===== config.mk =====
export PLATFORM = sky130hd
export DESIGN_NAME = alpha_blend_pixel
export DESIGN_NICKNAME = d
export VERILOG_FILES = /design/src/rtl/abp_pkg.sv /design/src/rtl/alpha_blend_pixel.sv /design/src/rtl/abp_chan.sv
export SDC_FILE = /design/constraint.sdc
export NUM_CORES = 2
export LEC_CHECK = 0
export BUFFER_PORTS_ARGS = -buffer_cell sky130_fd_sc_hd__buf_2
export CAP_MARGIN = 10
export CORE_MARGIN = 5
export CORE_UTILIZATION = 59
export CTS_CLUSTER_DIAMETER = 60
export DETAILED_ROUTE_END_ITERATION = 8
export GPL_TIMING_DRIVEN = 0
export PLACE_DENSITY_LB_ADDON = 0.05
export SYNTH_ARGS = -nofsm -noshare
export SYNTH_HDL_FRONTEND = slang
export SYNTH_SLANG_ARGS = --single-unit
export TNS_END_PERCENT = 100

===== constraint.sdc =====
create_clock -name i_clk -period 5.85 [get_ports i_clk]
set_clock_uncertainty 0.05 [all_clocks]
set_input_delay 1.17 -clock i_clk [delete_from_list [all_inputs] [get_ports i_clk]]
set_output_delay 1.17 -clock i_clk [all_outputs]
set_load 0.005 [all_outputs]

===== src/rtl/abp_pkg.sv =====
package abp_pkg;

    localparam int unsigned CHAN_W       = 8;
    localparam int unsigned WEIGHT_W     = 16;
    localparam int unsigned NUM_W        = 24;
    localparam int unsigned REM_W        = 17;

    localparam logic [WEIGHT_W-1:0] FULL_WEIGHT = 16'd65025;
    localparam logic [WEIGHT_W-1:0] HALF_WEIGHT = 16'd32512;

    // floor(2^26 / 65025); the estimate is low by at most one
    localparam int unsigned         RECIP_SHIFT = 26;
    localparam int unsigned         RECIP_W     = 11;
    localparam logic [RECIP_W-1:0]  RECIP       = 11'd1032;

    localparam int unsigned ADDR_W = 3;
    localparam int unsigned DATA_W = 32;
    localparam logic [0:0]  REG_GLOBAL_ALPHA = 1'b0;
    localparam logic [CHAN_W-1:0] GLOBAL_ALPHA_RESET = 8'hFF;

    typedef struct packed {
        logic en2;
        logic en3;
        logic en4;
        logic en5;
    } t_stage_en;

endpackage


===== src/rtl/alpha_blend_pixel.sv =====
// alpha_blend_pixel: source-over blend of an ARGB source pixel onto an RGB
// destination pixel, scaled by a global opacity register.
//
// Input channel: i_in_valid / o_in_stall carry i_src_pixel and i_dst_pixel.
// Output channel: o_out_valid / i_out_stall carry o_blended_pixel (R,G,B).
// A transaction completes on a clock edge with valid high and stall low.
//
// Pipeline of five register stages: alpha product, channel products,
// sum with rounding, reciprocal quotient estimate, remainder correction.
// The accepting edge loads stage one, and the result is valid once the pixel
// reaches stage five; throughput is one pixel per cycle while the output is
// not stalled. Each stage advances when it is empty or the next one moves,
// so a stall at the output backs up stage by stage and bubbles are squeezed
// out; nothing is dropped or repeated.
//
// APB port: global_alpha at address 0 (reads back), reset value 255.
// Write it only while the pipeline is empty.
//
// Reset (synchronous, active low) empties the pipeline and restores
// global_alpha.
module alpha_blend_pixel
    import abp_pkg::*;
(
    input  logic              i_clk,
    input  logic              i_rst_n,
    input  logic              i_in_valid,
    output logic              o_in_stall,
    input  logic [31:0]       i_src_pixel,
    input  logic [31:0]       i_dst_pixel,
    output logic              o_out_valid,
    input  logic              i_out_stall,
    output logic [23:0]       o_blended_pixel,
    input  logic              psel,
    input  logic              penable,
    input  logic              pwrite,
    input  logic [ADDR_W-1:0] paddr,
    input  logic [DATA_W-1:0] pwdata,
    output logic [DATA_W-1:0] prdata,
    output logic              pready
);

    logic [CHAN_W-1:0]   r_ga;
    logic                r_v1, r_v2, r_v3, r_v4, r_v5;
    logic [WEIGHT_W-1:0] r_a1;
    logic [23:0]         r_src1, r_dst1;

    logic      w_rdy1, w_rdy2, w_rdy3, w_rdy4, w_rdy5;
    logic      w_en1;
    t_stage_en w_en;

    assign w_rdy5 = !r_v5 || !i_out_stall;
    assign w_rdy4 = !r_v4 || w_rdy5;
    assign w_rdy3 = !r_v3 || w_rdy4;
    assign w_rdy2 = !r_v2 || w_rdy3;
    assign w_rdy1 = !r_v1 || w_rdy2;

    assign w_en1  = w_rdy1;
    assign w_en.en2 = w_rdy2;
    assign w_en.en3 = w_rdy3;
    assign w_en.en4 = w_rdy4;
    assign w_en.en5 = w_rdy5;

    assign o_in_stall  = !w_rdy1;
    assign o_out_valid = r_v5;

    always_ff @(posedge i_clk) begin
        if (!i_rst_n) begin
            r_v1 <= 1'b0;
            r_v2 <= 1'b0;
            r_v3 <= 1'b0;
            r_v4 <= 1'b0;
            r_v5 <= 1'b0;
        end else begin
            if (w_en1)    r_v1 <= i_in_valid;
            if (w_en.en2) r_v2 <= r_v1;
            if (w_en.en3) r_v3 <= r_v2;
            if (w_en.en4) r_v4 <= r_v3;
            if (w_en.en5) r_v5 <= r_v4;
        end
    end

    always_ff @(posedge i_clk) begin
        if (w_en1) begin
            r_a1   <= WEIGHT_W'(i_src_pixel[31:24]) * WEIGHT_W'(r_ga);
            r_src1 <= i_src_pixel[23:0];
            r_dst1 <= i_dst_pixel[23:0];
        end
    end

    genvar g;
    generate
        for (g = 0; g < 3; g++) begin : g_chan
            abp_chan u_chan (
                .i_clk    (i_clk),
                .i_en     (w_en),
                .i_weight (r_a1),
                .i_src    (r_src1[g*CHAN_W +: CHAN_W]),
                .i_dst    (r_dst1[g*CHAN_W +: CHAN_W]),
                .o_chan   (o_blended_pixel[g*CHAN_W +: CHAN_W])
            );
        end
    endgenerate

    // register file
    always_ff @(posedge i_clk) begin
        if (!i_rst_n) begin
            r_ga <= GLOBAL_ALPHA_RESET;
        end else if (psel && penable && pwrite && pready
                     && paddr[ADDR_W-1] == REG_GLOBAL_ALPHA) begin
            r_ga <= pwdata[CHAN_W-1:0];
        end
    end

    assign pready = 1'b1;
    assign prdata = (paddr[ADDR_W-1] == REG_GLOBAL_ALPHA) ? DATA_W'(r_ga) : '0;

endmodule


===== src/rtl/abp_chan.sv =====
module abp_chan
    import abp_pkg::*;
(
    input  logic                i_clk,
    input  t_stage_en           i_en,
    input  logic [WEIGHT_W-1:0] i_weight,
    input  logic [CHAN_W-1:0]   i_src,
    input  logic [CHAN_W-1:0]   i_dst,
    output logic [CHAN_W-1:0]   o_chan
);

    localparam int unsigned PROD_W = NUM_W + RECIP_W;

    logic [NUM_W-1:0]  r_pd2, r_ps2;
    logic [NUM_W-1:0]  r_x3, r_x4;
    logic [CHAN_W-1:0] r_q4, r_q5;

    logic [WEIGHT_W-1:0] w_inv;
    logic [PROD_W-1:0]   w_est;
    logic [NUM_W-1:0]    w_back;
    logic [REM_W-1:0]    w_rem;

    assign w_inv  = FULL_WEIGHT - i_weight;
    assign w_est  = PROD_W'(r_x3) * PROD_W'(RECIP);
    assign w_back = NUM_W'(r_q4) * NUM_W'(FULL_WEIGHT);
    assign w_rem  = REM_W'(r_x4 - w_back);

    always_ff @(posedge i_clk) begin
        if (i_en.en2) begin
            r_pd2 <= NUM_W'(i_dst) * NUM_W'(w_inv);
            r_ps2 <= NUM_W'(i_src) * NUM_W'(i_weight);
        end
        if (i_en.en3) begin
            r_x3 <= r_pd2 + r_ps2 + NUM_W'(HALF_WEIGHT);
        end
        if (i_en.en4) begin
            r_x4 <= r_x3;
            r_q4 <= w_est[RECIP_SHIFT +: CHAN_W];
        end
        if (i_en.en5) begin
            // correct the low estimate by one when the remainder overflows
            r_q5 <= (w_rem >= REM_W'(FULL_WEIGHT)) ? r_q4 + 8'd1 : r_q4;
        end
    end

    assign o_chan = r_q5;

endmodule


==> qor.csv <==
stage;metric;value;unit
run_status;run_status;finished, violations left;
run_status;failed_checks;setup timing;
synthesis;syn_inst;4954;
synthesis;synth_cell_types;79;
finish;final_common_cell;inv_1;
cts;clock-sinks;392;
detailed_routing;dr_wl_met3;8286;um
cts;cts_hold_buffers;0;
global_route;grt.overflow.total;0;
synthesis;synth_top_area_share;0.2376;
global_route;grtUsageTotal;0.2683;
cts;cts_buffer_depth;3;
cts;htreeDepth;2;
synthesis;synth_top_family_by_area;adder cells;
synthesis;syn_area_per_cell;10.05;um^2
setup_path;cp-end-kind;flip-flop;
synthesis;synth-simple-area-share;0.1444;
global_route;grt_max_degree;74;
timing;hold_viol_final;0;
timing;setup_viol;26;
finish;nets;6677;
floorplan;dieArea;90290;um^2
setup_path;r2r-start;r_a1[6];
min_path;min_path_type;reg -> reg;
finish;multiInputGateArea;36100;um^2
floorplan;start_util;0.5949;
floorplan;fp.coreArea;83690;um^2
finish;fin_cells;6444;
min_path;min_from;g_chan[2].u_chan.r_x3[0];
setup_path;critPathSlowestCell;or4_4;
detailed_routing;top_layer_used;met5;
synthesis;async_flop_share;0;
timing;fmax;0.1558;GHz
flow_run;maxCapViolCount;0;
synthesis;syn_area;49790;um^2
synthesis;synth-warning-count;0;
finish;seq_area;11640;um^2
setup_path;start_kind;flip-flop;
global_route;grt_antenna_before_repair;9;
placement;placed_cells;6219;
placement;hpwl;95620;um
finish;fillers;6487;
synthesis;yosys-mux-area-fraction;0.001307;
detailed_routing;vias;35300;
placement;numPortBuffers;104;
detailed_routing;wl_per_cell;18.70;um
setup_path;slowest_delay;0.60;ns
setup_path;cp_common_cell;fa_1;
synthesis;synth_edf_count;379;
global_route;grt_pass1_vias;35820;
synthesis;synth_area_leader_cell;fa_1;
detailed_routing;drt_first_pass_iters;5;
detailed_routing;viasPerCell;5.478;
global_route;grt_pass1_wl;192100;um
floorplan;rows;106;
cts;root_buffer;clkbuf_16;
setup_path;critical_path_required;6.16;ns
floorplan;pin_count;165;
setup_path;crit_chain;or4_4 > nor3_4 > nand2_2 > nand2_4 > xor2_4 > buf_6 > buf_6 > and2_4 > fa_1 > fa_1 > fa_1 > inv_1 > fa_1 > inv_2 > ha_4 > or3_4 > o31ai_4 > o221ai_4 > a2111oi_4 > nor3_2 > xnor2_2;
detailed_routing;drt_iter0_drc;1970;
synthesis;synth-compound-area-share;0.07638;
detailed_routing;wirelength;120500;um
setup_path;regToRegEndpoint;g_chan[2].u_chan.r_pd2[23];
timing;finalCritPeriodShare;1.097;
cts;clk_pin_slew;0.06;ns
detailed_routing;wl_met1;50930;um
setup_path;rrSetupSlack;-0.57;ns
setup_path;arrival;6.72;ns
timing;tightest_slew;0.9860;ns
timing;setup_ws;-0.5693;ns
setup_path;rr_worst_depth;21;
synthesis;ys_ff_latch;392;
placement;place_congestion;0.9071;
min_path;min_to;g_chan[2].u_chan.r_x4[0];
finish;stdcell_area;57150;um^2
cts;clk-insertion-delay-late;0.63;ns
cts;cts_tree;yes;
setup_path;worstPathMaxFanout;3;
synthesis;synthXorXnorAreaFrac;0.04908;
timing;min_period;6.419;ns
cts;numCtsBuffers;54;
floorplan;die_h;300.5;um
timing;hold_ws;0.4034;ns
synthesis;yosys.area_share.adder;0.4176;
synthesis;synthFlopType;edfxtp_1;
detailed_routing;routed-wl-met2;56770;um
placement;place_area;52240;um^2
detailed_routing;drc;0;
setup_path;path_class;reg -> reg;
synthesis;synth_area_leaders;fa_1 (24%), edfxtp_1 (23%), ha_1 (18%), and2_1 (6.3%), inv_1 (6.2%);
timing;slew_viol_final;0;
timing;max_slew_margin;0.3426;
timing;grt_setup_unrepaired;yes;
min_path;min_path_cells;0;
floorplan;dieWidth;300.5;um
finish;areaGrowthSynthToFinish;14.79;%
finish;drive_gt1_frac;0.1249;
finish;final_cell_mix;inv_1 (801), ha_1 (683), fa_1 (586);
synthesis;yosysSeqAreaShare;0.2338;
detailed_routing;ant_nets;0;
setup_path;cp-startpoint;r_a1[6];
==> per-layer routing <==
metal  up-vias  GRT usage
li1      16760          -
met1     17360     0.3689
met2       980     0.4456
met3       201    0.04016
met4         4    0.07942
met5         -          0
==> layout make-up <==
cell class                 count  share of cell area
antenna                        1          0.00004379
buffer                       164             0.01918
clock buffer                  64             0.02483
clock inverter                37            0.008824
inverter                     824             0.05430
multi-input combinational   3586              0.6317
sequential                   392              0.2037
tap                         1134             0.02483
timing repair buffer         242             0.03258
==> synth_stat cells (all sizes together) (27+ instances only) <==
library cell and n:
inv 824, ha 716, fa 591, and2 502, nand2 444, edfxtp 379
xnor2 216, a21oi 153, nor2 152, clkbuf 144, o21ai 98, xor2 63
nand3 57, a21o 56, nor2b 52, nor3 52, o21a 52, and3 34
a211oi 31, buf 31, nand2b 27, o21bai 27
==> timing repair <==
action / CTS / global route
buffers inserted: 69 / 70
gates cloned: 0 / 0
pin swaps: 71 / 110
endpoints found under the setup margin: 71 / 46
gates resized for setup: 224 / 225
==> worst max path at each step <==
stage | endpoint | slack (ns)
3_5_place_dp | g_chan[2].u_chan.r_pd2[23] | -2.25
5_1_grt | g_chan[2].u_chan.r_pd2[22] | -0.72
6_report | g_chan[2].u_chan.r_pd2[23] | -0.57
4_1_cts | g_chan[2].u_chan.r_pd2[23] | -0.58
3_3_place_gp | g_chan[2].u_chan.r_pd2[23] | -2.21
2_1_floorplan | g_chan[0].u_chan.r_pd2[22] | -0.04
==> worst max-delay path, delay by kind of cell, from the launching register on <==
kind	cells	cell delay [ns]
adders and majority gates	5	2.14
and+or+nand+nor	7	1.62
AOI/OAI and AO/OA	3	0.94
xor gates and xnor gates	2	0.62
DFF	1	0.42
buffers and inverters	4	0.35
==> per-stage QoR <==
step | utilization | setup WS (ns) | TNS [ns]
6_report | 0.6828 | -0.5693 | -5.834
4_1_cts | 0.6651 | -0.5815 | -6.593
5_1_grt | 0.6828 | -0.7238 | -10.32
3_3_place_gp | 0.6226 | -2.213 | -226.44
2_1_floorplan | - | -0.03775 | -0.06906
3_5_place_dp | 0.6242 | -2.252 | -68.08
==> flip-flops by register name, summed over array words and instances, names as in the netlist <==
signal,count
g_chan.u_chan.r_pd2,72
r_ga,8
r_v4,1
o_out_valid,1
g_chan.u_chan.r_x4,51
r_v1,1
r_src1,24
g_chan.u_chan.o_chan,24
r_dst1,24
g_chan.u_chan.r_q4,24
g_chan.u_chan.r_ps2,72
r_a1,16
r_v3,1
g_chan.u_chan.r_x3,72
r_v2,1
==> cell families after synthesis <==
kind of cell	after synthesis
AOI/OAI and AO/OA	568
xor gates and xnor gates	279
adders and majority gates	1307
buffers and inverters	999
DFF	392
muxes	6
other	2
and+or+nand+nor	1401
Power is left out: the tool's default activity adds up to more than one toggle a clock period on the data nets, which glitch-free logic cannot reach.
